--- src/design/gbcw_pkg.sv ---
`timescale 1ns / 1ps
// ----------------------------------------------------------------------------
// gbcw_pkg
// Shared types, constants and register codes for the grid box cell walker.
// ----------------------------------------------------------------------------
package gbcw_pkg;

  localparam int MAX_AXES_DEF       = 3;
  localparam int MAX_LEVEL_BITS_DEF = 8;
  localparam int COORD_WIDTH_DEF    = 32;
  localparam int IDX_W              = 24;
  localparam int LVL_W              = 4;
  localparam int AXC_W              = 2;
  localparam int CFG_AW             = 5;

  localparam logic [2:0] REG_AXIS_COUNT = 3'd0;
  localparam logic [2:0] REG_LEVEL_BITS = 3'd1;
  localparam logic [2:0] REG_MIN_X      = 3'd2;
  localparam logic [2:0] REG_MAX_X      = 3'd3;
  localparam logic [2:0] REG_MIN_Y      = 3'd4;
  localparam logic [2:0] REG_MAX_Y      = 3'd5;
  localparam logic [2:0] REG_MIN_Z      = 3'd6;
  localparam logic [2:0] REG_MAX_Z      = 3'd7;

  localparam logic KIND_BOX  = 1'b0;
  localparam logic KIND_STEP = 1'b1;

  typedef struct packed {
    logic                              kind;
    logic signed [COORD_WIDTH_DEF-1:0] box_min_x;
    logic signed [COORD_WIDTH_DEF-1:0] box_max_x;
    logic signed [COORD_WIDTH_DEF-1:0] box_min_y;
    logic signed [COORD_WIDTH_DEF-1:0] box_max_y;
    logic signed [COORD_WIDTH_DEF-1:0] box_min_z;
    logic signed [COORD_WIDTH_DEF-1:0] box_max_z;
  } in_word_t;

  typedef struct packed {
    logic [IDX_W-1:0] leaf_index;
    logic             is_last;
    logic             idle_step;
  } out_word_t;

  typedef struct packed {
    logic start;
    logic busy;
    logic done;
  } lane_ctl_t;

endpackage

--- src/design/gbcw_lane.sv ---
`timescale 1ns / 1ps
// ----------------------------------------------------------------------------
// gbcw_lane
// One axis: cell size, then a restoring divider that quantizes the box's low
// and high bounds together, one quotient bit per cycle, with clamping.
// ----------------------------------------------------------------------------
module gbcw_lane import gbcw_pkg::*; #(
  parameter int COORD_WIDTH    = COORD_WIDTH_DEF,
  parameter int MAX_LEVEL_BITS = MAX_LEVEL_BITS_DEF
) (
  input  logic                          clk,
  input  logic                          rst_n,
  input  logic                          start,
  input  logic [LVL_W-1:0]              lvl,
  input  logic signed [COORD_WIDTH-1:0] wmin,
  input  logic signed [COORD_WIDTH-1:0] wmax,
  input  logic signed [COORD_WIDTH-1:0] bmin,
  input  logic signed [COORD_WIDTH-1:0] bmax,
  output logic                          done,
  output logic [MAX_LEVEL_BITS-1:0]     lo_cell,
  output logic [MAX_LEVEL_BITS-1:0]     hi_cell
);

  localparam int DW  = COORD_WIDTH + 1;
  localparam int CW  = $clog2(DW + 1);

  logic [DW-1:0]           dvs_r;
  logic [DW-1:0]           qa_r, qb_r, ra_r, rb_r;
  logic                    nega_r, negb_r;
  logic [CW-1:0]           cnt_r;
  logic                    busy_r, done_r;
  logic [MAX_LEVEL_BITS-1:0] top;
  logic [DW-1:0]           span, size, offa, offb, tra, trb;
  logic [DW-1:0]           qa_c, qb_c;
  logic [MAX_LEVEL_BITS-1:0] la, lb;

  always_comb begin
    span = DW'($signed({wmax[COORD_WIDTH-1], wmax}) - $signed({wmin[COORD_WIDTH-1], wmin}));
    size = span >> lvl;
    if (!(wmin < wmax) || size == '0) begin
      size = DW'(1);
    end
    offa = DW'($signed({bmin[COORD_WIDTH-1], bmin}) - $signed({wmin[COORD_WIDTH-1], wmin}));
    offb = DW'($signed({bmax[COORD_WIDTH-1], bmax}) - $signed({wmin[COORD_WIDTH-1], wmin}));
    tra  = {ra_r[DW-2:0], qa_r[DW-1]};
    trb  = {rb_r[DW-2:0], qb_r[DW-1]};
    top  = MAX_LEVEL_BITS'((32'd1 << lvl) - 32'd1);
  end

  always_ff @(posedge clk) begin
    if (!rst_n) begin
      busy_r <= 1'b0;
      done_r <= 1'b0;
      cnt_r  <= '0;
    end else begin
      done_r <= 1'b0;
      if (start) begin
        busy_r <= 1'b1;
        cnt_r  <= CW'(DW);
        dvs_r  <= size;
        qa_r   <= offa;
        qb_r   <= offb;
        ra_r   <= '0;
        rb_r   <= '0;
        nega_r <= bmin < wmin;
        negb_r <= bmax < wmin;
      end else if (busy_r) begin
        if (tra >= dvs_r) begin
          ra_r <= tra - dvs_r;
          qa_r <= {qa_r[DW-2:0], 1'b1};
        end else begin
          ra_r <= tra;
          qa_r <= {qa_r[DW-2:0], 1'b0};
        end
        if (trb >= dvs_r) begin
          rb_r <= trb - dvs_r;
          qb_r <= {qb_r[DW-2:0], 1'b1};
        end else begin
          rb_r <= trb;
          qb_r <= {qb_r[DW-2:0], 1'b0};
        end
        cnt_r <= cnt_r - CW'(1);
        if (cnt_r == CW'(1)) begin
          busy_r <= 1'b0;
          done_r <= 1'b1;
        end
      end
    end
  end

  always_comb begin
    qa_c = qa_r;
    qb_c = qb_r;
    if (nega_r) la = '0;
    else if (qa_c > DW'(top)) la = top;
    else la = qa_c[MAX_LEVEL_BITS-1:0];
    if (negb_r) lb = '0;
    else if (qb_c > DW'(top)) lb = top;
    else lb = qb_c[MAX_LEVEL_BITS-1:0];
  end

  assign done    = done_r;
  assign lo_cell = la;
  assign hi_cell = (lb < la) ? la : lb;

endmodule

--- src/design/gbcw_walker.sv ---
`timescale 1ns / 1ps
// ----------------------------------------------------------------------------
// gbcw_walker
// Merging stage: holds the per-axis ranges, runs the odometer and forms the
// linear index of the current cell.
// ----------------------------------------------------------------------------
module gbcw_walker import gbcw_pkg::*; #(
  parameter int MAX_AXES       = MAX_AXES_DEF,
  parameter int MAX_LEVEL_BITS = MAX_LEVEL_BITS_DEF
) (
  input  logic                                   clk,
  input  logic                                   rst_n,
  input  logic                                   load,
  input  logic                                   step,
  input  logic [MAX_AXES-1:0][MAX_LEVEL_BITS-1:0] lo_in,
  input  logic [MAX_AXES-1:0][MAX_LEVEL_BITS-1:0] hi_in,
  input  logic [AXC_W:0]                         naxes,
  input  logic [LVL_W-1:0]                       lvl,
  output logic                                   active,
  output out_word_t                              res
);

  logic [MAX_AXES-1:0][MAX_LEVEL_BITS-1:0] lo_r, hi_r, cur_r, lo_nxt, hi_nxt, cur_nxt;
  logic                                    act_r, act_nxt, carry, last;
  logic [IDX_W-1:0]                        idx;
  logic [MAX_LEVEL_BITS-1:0]               cmask;

  always_comb begin
    lo_nxt  = lo_r;
    hi_nxt  = hi_r;
    cur_nxt = cur_r;
    act_nxt = act_r;
    carry   = 1'b1;
    if (load) begin
      for (int a = 0; a < MAX_AXES; a++) begin
        if (a < 32'(naxes)) begin
          lo_nxt[a]  = lo_in[a];
          hi_nxt[a]  = hi_in[a];
          cur_nxt[a] = lo_in[a];
        end else begin
          lo_nxt[a]  = '0;
          hi_nxt[a]  = '0;
          cur_nxt[a] = '0;
        end
      end
    end else if (step) begin
      for (int a = 0; a < MAX_AXES; a++) begin
        if (carry && a < 32'(naxes)) begin
          if (cur_r[a] < hi_r[a]) begin
            cur_nxt[a] = cur_r[a] + MAX_LEVEL_BITS'(1);
            carry      = 1'b0;
          end else begin
            cur_nxt[a] = lo_r[a];
          end
        end
      end
    end
    last = 1'b1;
    for (int a = 0; a < MAX_AXES; a++) begin
      if (a < 32'(naxes) && cur_nxt[a] != hi_nxt[a]) last = 1'b0;
    end
    cmask = MAX_LEVEL_BITS'((32'd1 << lvl) - 32'd1);
    idx   = '0;
    for (int a = 0; a < MAX_AXES; a++) begin
      if (a < 32'(naxes)) begin
        idx = (idx << lvl) | IDX_W'(cur_nxt[a] & cmask);
      end
    end
    if (load) act_nxt = !last;
    else if (step && last) act_nxt = 1'b0;
  end

  always_ff @(posedge clk) begin
    if (!rst_n) begin
      lo_r  <= '0;
      hi_r  <= '0;
      cur_r <= '0;
      act_r <= 1'b0;
    end else begin
      lo_r  <= lo_nxt;
      hi_r  <= hi_nxt;
      cur_r <= cur_nxt;
      act_r <= act_nxt;
    end
  end

  assign active         = act_r;
  assign res.leaf_index = idx;
  assign res.is_last    = last;
  assign res.idle_step  = 1'b0;

endmodule

--- src/design/grid_box_cell_walker.sv ---
`timescale 1ns / 1ps
// ----------------------------------------------------------------------------
// grid_box_cell_walker
// Bins an axis-aligned box onto a uniform grid and walks its cells.
// ----------------------------------------------------------------------------
// Input words arrive on in_valid/in_stall; each gives exactly one output word
// on out_valid/out_stall. A box word starts one divider lane per axis; the
// lanes quantize both box bounds in parallel, one quotient bit per cycle, and
// the input stalls until they are done and the box's output word is formed.
// A step word is served by the odometer and its output word is registered
// from it, so step words flow at one per cycle when the receiver never stalls.
// Configuration goes through the APB port; write it only while idle.
// After reset the registers hold their defaults and no walk is active; a step
// then reports idle. While out_stall is high the output word holds and at
// most one more input word is accepted and worked.
// ----------------------------------------------------------------------------
module grid_box_cell_walker import gbcw_pkg::*; #(
  parameter int MAX_AXES       = MAX_AXES_DEF,
  parameter int MAX_LEVEL_BITS = MAX_LEVEL_BITS_DEF
) (
  input  logic               clk,
  input  logic               rst_n,
  input  logic               in_valid,
  output logic               in_stall,
  input  in_word_t           in_data,
  output logic               out_valid,
  input  logic               out_stall,
  output out_word_t          out_data,
  input  logic               cfg_psel,
  input  logic               cfg_penable,
  input  logic               cfg_pwrite,
  input  logic [CFG_AW-1:0]  cfg_paddr,
  input  logic [31:0]        cfg_pwdata,
  output logic [31:0]        cfg_prdata,
  output logic               cfg_pready
);

  localparam int COORD_WIDTH = COORD_WIDTH_DEF;
  localparam int NL = (MAX_AXES < 3) ? MAX_AXES : 3;

  logic [AXC_W-1:0]        axc_r;
  logic [LVL_W-1:0]        lvl_r;
  logic signed [31:0]      wmin_r [3];
  logic signed [31:0]      wmax_r [3];
  logic [AXC_W:0]          naxes;
  logic [LVL_W-1:0]        lvl;
  logic                    cfg_wr;
  logic [2:0]              reg_sel;

  logic                    busy_r, pend_r, ov_r;
  out_word_t               od_r, pend_d_r;
  logic                    accept, lanes_go, lanes_done;
  logic                    do_step, do_load;
  logic                    in_act;
  out_word_t               wres, new_res;
  logic                    new_valid;
  logic [MAX_AXES-1:0][MAX_LEVEL_BITS-1:0] lo_c, hi_c;
  logic [NL-1:0]           ldone;

  assign cfg_pready = 1'b1;
  assign cfg_wr     = cfg_psel && cfg_penable && cfg_pwrite;
  assign reg_sel    = cfg_paddr[4:2];

  always_ff @(posedge clk) begin
    if (!rst_n) begin
      axc_r <= AXC_W'(3);
      lvl_r <= LVL_W'(4);
      for (int a = 0; a < 3; a++) begin
        wmin_r[a] <= '0;
        wmax_r[a] <= 32'sd1024;
      end
    end else if (cfg_wr) begin
      unique case (reg_sel)
        REG_AXIS_COUNT: axc_r     <= cfg_pwdata[AXC_W-1:0];
        REG_LEVEL_BITS: lvl_r     <= cfg_pwdata[LVL_W-1:0];
        REG_MIN_X:      wmin_r[0] <= cfg_pwdata;
        REG_MAX_X:      wmax_r[0] <= cfg_pwdata;
        REG_MIN_Y:      wmin_r[1] <= cfg_pwdata;
        REG_MAX_Y:      wmax_r[1] <= cfg_pwdata;
        REG_MIN_Z:      wmin_r[2] <= cfg_pwdata;
        REG_MAX_Z:      wmax_r[2] <= cfg_pwdata;
        default: ;
      endcase
    end
  end

  always_comb begin
    unique case (reg_sel)
      REG_AXIS_COUNT: cfg_prdata = 32'(axc_r);
      REG_LEVEL_BITS: cfg_prdata = 32'(lvl_r);
      REG_MIN_X:      cfg_prdata = wmin_r[0];
      REG_MAX_X:      cfg_prdata = wmax_r[0];
      REG_MIN_Y:      cfg_prdata = wmin_r[1];
      REG_MAX_Y:      cfg_prdata = wmax_r[1];
      REG_MIN_Z:      cfg_prdata = wmin_r[2];
      REG_MAX_Z:      cfg_prdata = wmax_r[2];
      default:        cfg_prdata = '0;
    endcase
  end

  always_comb begin
    naxes = (axc_r == '0) ? (AXC_W+1)'(1) : {1'b0, axc_r};
    if (32'(naxes) > NL) naxes = (AXC_W+1)'(NL);
    lvl = (32'(lvl_r) > MAX_LEVEL_BITS) ? LVL_W'(MAX_LEVEL_BITS) : lvl_r;
  end

  // A new word is taken only when nothing is in work and no finished word
  // waits behind the output register.
  assign in_stall = busy_r || pend_r;
  assign accept   = in_valid && !in_stall;
  assign lanes_go = accept && (in_data.kind == KIND_BOX);
  assign do_step  = accept && (in_data.kind == KIND_STEP) && in_act;
  assign lanes_done = &ldone;
  assign do_load  = lanes_done;

  logic signed [COORD_WIDTH-1:0] bmn [3];
  logic signed [COORD_WIDTH-1:0] bmx [3];
  always_comb begin
    bmn[0] = COORD_WIDTH'(in_data.box_min_x);
    bmx[0] = COORD_WIDTH'(in_data.box_max_x);
    bmn[1] = COORD_WIDTH'(in_data.box_min_y);
    bmx[1] = COORD_WIDTH'(in_data.box_max_y);
    bmn[2] = COORD_WIDTH'(in_data.box_min_z);
    bmx[2] = COORD_WIDTH'(in_data.box_max_z);
  end

  for (genvar g = 0; g < MAX_AXES; g++) begin : g_lane
    if (g < NL) begin : g_on
      gbcw_lane #(.COORD_WIDTH(COORD_WIDTH), .MAX_LEVEL_BITS(MAX_LEVEL_BITS)) u_lane (
        .clk     (clk),
        .rst_n   (rst_n),
        .start   (lanes_go),
        .lvl     (lvl),
        .wmin    (COORD_WIDTH'(wmin_r[g])),
        .wmax    (COORD_WIDTH'(wmax_r[g])),
        .bmin    (bmn[g]),
        .bmax    (bmx[g]),
        .done    (ldone[g]),
        .lo_cell (lo_c[g]),
        .hi_cell (hi_c[g])
      );
    end else begin : g_off
      assign lo_c[g] = '0;
      assign hi_c[g] = '0;
    end
  end

  gbcw_walker #(.MAX_AXES(MAX_AXES), .MAX_LEVEL_BITS(MAX_LEVEL_BITS)) u_walker (
    .clk    (clk),
    .rst_n  (rst_n),
    .load   (do_load),
    .step   (do_step),
    .lo_in  (lo_c),
    .hi_in  (hi_c),
    .naxes  (naxes),
    .lvl    (lvl),
    .active (in_act),
    .res    (wres)
  );

  always_comb begin
    new_valid = do_load || (accept && in_data.kind == KIND_STEP);
    new_res   = wres;
    if (accept && in_data.kind == KIND_STEP && !in_act) begin
      new_res = '{leaf_index: '0, is_last: 1'b0, idle_step: 1'b1};
    end
  end

  always_ff @(posedge clk) begin
    if (!rst_n) begin
      busy_r <= 1'b0;
      pend_r <= 1'b0;
      ov_r   <= 1'b0;
    end else begin
      if (lanes_go) busy_r <= 1'b1;
      else if (lanes_done) busy_r <= 1'b0;
      if (ov_r && out_stall) begin
        if (new_valid) begin
          pend_r   <= 1'b1;
          pend_d_r <= new_res;
        end
      end else begin
        if (pend_r) begin
          ov_r   <= 1'b1;
          od_r   <= pend_d_r;
          pend_r <= 1'b0;
          if (new_valid) begin
            pend_r   <= 1'b1;
            pend_d_r <= new_res;
          end
        end else begin
          ov_r <= new_valid;
          if (new_valid) od_r <= new_res;
        end
      end
    end
  end

  assign out_valid = ov_r;
  assign out_data  = od_r;

  a_no_accept_busy: assert property (@(posedge clk) disable iff (!rst_n)
    busy_r |-> !accept) else $error("word accepted while box in work");
  a_done_loads: assert property (@(posedge clk) disable iff (!rst_n)
    lanes_done |-> busy_r) else $error("lane finished without a box");
  a_idle_flag: assert property (@(posedge clk) disable iff (!rst_n)
    (out_valid && out_data.idle_step) |-> (out_data.leaf_index == '0 && !out_data.is_last))
    else $error("idle word carries a cell");

endmodule
--- config.mk ---
export PLATFORM = sky130hd
export DESIGN_NAME = grid_box_cell_walker
export DESIGN_NICKNAME = d
export VERILOG_FILES = /design/src/design/gbcw_pkg.sv /design/src/design/gbcw_lane.sv /design/src/design/gbcw_walker.sv /design/src/design/grid_box_cell_walker.sv
export SDC_FILE = /design/constraint.sdc
export NUM_CORES = 2
export LEC_CHECK = 0
export BUFFER_PORTS_ARGS = -buffer_cell sky130_fd_sc_hd__buf_2
export CORE_ASPECT_RATIO = 1.25
export CORE_MARGIN = 3
export CORE_UTILIZATION = 55
export DETAILED_ROUTE_END_ITERATION = 7
export PLACE_DENSITY = 0.8
export SLEW_MARGIN = 20
export SYNTH_ARGS = -nofsm -noshare
export SYNTH_HDL_FRONTEND = slang
export SYNTH_SLANG_ARGS = --single-unit
--- constraint.sdc ---
create_clock -name clk -period 9.7 [get_ports clk]
set_clock_uncertainty 0.1 [all_clocks]
set_input_delay 0.97 -clock clk [delete_from_list [all_inputs] [get_ports clk]]
set_output_delay 0.97 -clock clk [all_outputs]
set_load 0.01 [all_outputs]
==> results.py <==
metrics = {
    "placement": {
        "portBuffers": 294,
        "hpwl_mm": 184,
        "dpl-instance-area_um2": 72400,
        "gp_congestion": 1.06,
    },
    "synth": {
        "synth.area.top_cells": "edfxtp_1 32%, ha_1 10%, nor2_1 4.1%, o21ai_0 4.0%, nand2_1 3.8%",
        "yosysSeqAreaShare": 0.351,
        "synth_common_cells": "763 x nor2_1, 739 x edfxtp_1, 693 x nand2_1",
        "syn_avg_cell_area_um2": 8.81,
        "synth_most_common_cell": "nor2_1",
        "syn_nets": 8694,
        "async_reset_ff_frac": 0,
        "synth_area_um2": 69300,
        "yosys_warnings": 0,
        "yosys.area.top_type_share": 0.320,
        "yosysTopAreaCell": "edfxtp_1",
        "synth_edf_count": 739,
        "synth.ff_latch_count": 845,
        "synth_cell_types": 112,
        "yosys_most_used_dff": "edfxtp_1",
        "synthCells": 7865,
    },
    "grt": {
        "grt_pass1_vias": 60700,
        "track_usage": 0.362,
        "grtUsageMet1": 0.455,
        "grt_max_degree": 234,
        "antenna_found_initial": 13,
        "grt_overflow_total": 0,
        "grtUsageMet2": 0.551,
        "gr-max-usage-layer": "met2",
        "grt_pass1_wl_mm": 361,
        "grt_use_met3": 0.0749,
    },
    "worst_setup_path": {
        "r2r_end": "out_data[1]",
        "crit_start": "lvl_r[3]",
        "cp_common_cell": "ha_1",
        "rr_worst_depth": 29,
        "crit_arrival_ns": 8.57,
        "worst-path-stages": 29,
        "worst-setup-path-type": "reg -> reg",
        "startpoint_type": "flop",
        "worstPathRequired_ns": 10.15,
        "critPathMaxFanout": 36,
        "rrSetupSlack_ns": 1.57,
        "critPathTopFamily": "compound AO/OA/AOI/OAI gates",
        "crit_path_end": "out_data[1]",
        "slowest_delay_ns": 0.83,
        "critical_path_buf_inv_count": 5,
        "critPathCaptureType": "flop",
        "cp_slowest_cell": "a311oi_4",
        "reg2reg_from": "lvl_r[3]",
    },
    "timing": {
        "fin_crit_sh": 0.838,
        "finalSetupViolations": 0,
        "grt_setup_unrepaired": "no",
        "max_clock_freq_mhz": 123,
        "hold_violations": 0,
        "drv_slew": 0,
        "tns_ns": 0,
        "worstMarginPinSlew_ns": 1.19,
        "whs_ns": 0.362,
        "slew_headroom": 0.208,
        "fin_crit_ns": 8.13,
    },
    "route": {
        "postRouteAntennaNets": 0,
        "drt_wl_total_mm": 244,
        "wl_per_cell_um": 25.1,
        "drt-vias-per-instance": 6.66,
        "dr.pass1.iters": 8,
        "vias": 64600,
        "drc": 0,
        "drtIter0Drc": 8248,
    },
    "cells_and_area": {
        "utilization": 0.608,
        "multi_input_area_um2": 42300,
        "drive_above_1_share": 0.0930,
        "num-fill-cells": 10400,
        "final_nets": 8825,
        "finalInstanceArea_um2": 75400,
        "syn_to_final_growth_pct": 8.89,
        "regArea_um2": 24300,
    },
    "flow_run": {
        "drv_cap": 0,
    },
    "floorplanning": {
        "rows": 144,
        "start_util": 0.558,
        "die_w_um": 323,
        "die_y_um": 403,
        "coreArea_um2": 124000,
        "die_area_um2": 130000,
        "io_pins": 298,
    },
    "cts": {
        "path_clk_slew_ns": 0.06,
        "hold_buffers": 0,
        "cts.path.max_buffers": 3,
        "cts.htree.levels": 3,
        "cts_tree": "done",
        "postCtsResizedCells": 0,
        "cts_sinks": 845,
        "clock_latency_ns": 0.73,
        "cts-root-buf": "clkbuf_16",
        "cts_buffers": 90,
        "post_cts_buffers": 0,
    },
    "power": {
        "ir_drop_mv": 0.123,
        "finalPower_uw": 11300,
        "power_density_nw_per_um2": 150,
        "p_leak_uw": 0.0309,
    },
    "min_path": {
        "worstHoldPathType": "reg -> reg",
    },
    "outcome": {
        "outcome": "complete, no violations",
    },
}
metrics by stage:
| stage | setup slack [ns] | cells |
|---|---|---|
| floorplan | 2.73 | 7865 |
| global placement | 1.87 | 9510 |
| detailed placement | 1.75 | 9510 |
| global route | 1.22 | 9681 |
| finish | 1.57 | 9687 |
| CTS | 1.72 | 9673 |
kinds of logic after synthesis:
kind of cell    Yosys count  share of synthesized area
fa+ha+maj               594                      0.109
flops                   845                      0.351
simple gates           2656                      0.184
buf+inv                 754                     0.0414
other cells               1                  0.0000541
xor+xnor                399                     0.0505
mux                     206                     0.0316
compound gates         2410                      0.233
power breakdown:
group	switching [uW]	total, uW	internal (uW)
clock network	1580	3620	2040
logic	2090	3340	1250
registers	153	4390	4240
worst min-delay path, stage by stage (launching register included):
cell and delay, ns:
dfxtp_1 0.31, nand2_1 0.04, a21boi_0 0.06
placed cells by master (no fill, tap or decap), types with 69 or more instances in the layout:
cell type    n
a21oi_1    514
o21ai_0    544
nand3_1    224
a211oi_1   110
nand2b_1    97
clkbuf_16   90
mux2i_1    152
edfxtp_1   739
nor3_1     168
a21o_1     200
o211ai_1    69
buf_4       86
nor2b_1    122
dfxtp_1    103
xor2_1     160
nor2_1     756
o21a_1     119
ha_1       577
xnor2_1    239
nand2_1    690
a22oi_1    111
inv_1      407
and2_1     145
and3_1      69
buf_2      293
sequential cells by signal, summed over array words and instances, names as in the netlist, 4 cells and up:
name,count
g_lane.g_on.u_lane.dvs_r,99
g_lane.g_on.u_lane.qa_c,99
g_lane.g_on.u_lane.qb_c,99
g_lane.g_on.u_lane.ra_r,96
g_lane.g_on.u_lane.rb_r,96
wmax_r,96
wmin_r,96
out_data,26
pend_d_r,26
u_walker.cur_r,24
u_walker.hi_r,24
u_walker.lo_r,24
g_lane.g_on.u_lane.cnt_r,18
lvl_r,4
how the worst min path moves through the flow:
| stage | end | slack, ns | start | depth (start not counted) |
|---|---|---|---|---|
| 2_1_floorplan | u_walker.lo_r[5] | 0.34 | u_walker.lo_r[5] | 2 |
| 3_3_place_gp | u_walker.lo_r[5] | 0.35 | u_walker.lo_r[5] | 2 |
| 3_5_place_dp | u_walker.lo_r[14] | 0.36 | u_walker.lo_r[14] | 2 |
| 4_1_cts | u_walker.lo_r[14] | 0.37 | u_walker.lo_r[14] | 2 |
| 5_1_grt | u_walker.lo_r[11] | 0.39 | u_walker.lo_r[11] | 2 |
| 6_report | u_walker.lo_r[5] | 0.36 | u_walker.lo_r[5] | 2 |
cell type report:
| cell class | instances | area share |
|---|---|---|
| timing repair buffer | 382 | 0.0288 |
| tap | 1606 | 0.0266 |
| clock inverter | 54 | 0.00884 |
| inverter | 411 | 0.0205 |
| multi-input combinational | 6266 | 0.561 |
| antenna | 14 | 0.000464 |
| clock buffer | 109 | 0.0311 |
| sequential | 845 | 0.322 |
per-layer routing:
| metal | vias to the layer above | share of wire |
|---|---|---|
| met5 | - | 0 |
| met4 | 0 | 0.084 |
| met1 | 30500 | 0.38 |
| li1 | 29600 | - |
| met2 | 3671 | 0.43 |
| met3 | 813 | 0.11 |
No activity file was read; power rests on OpenSTA's default activity.
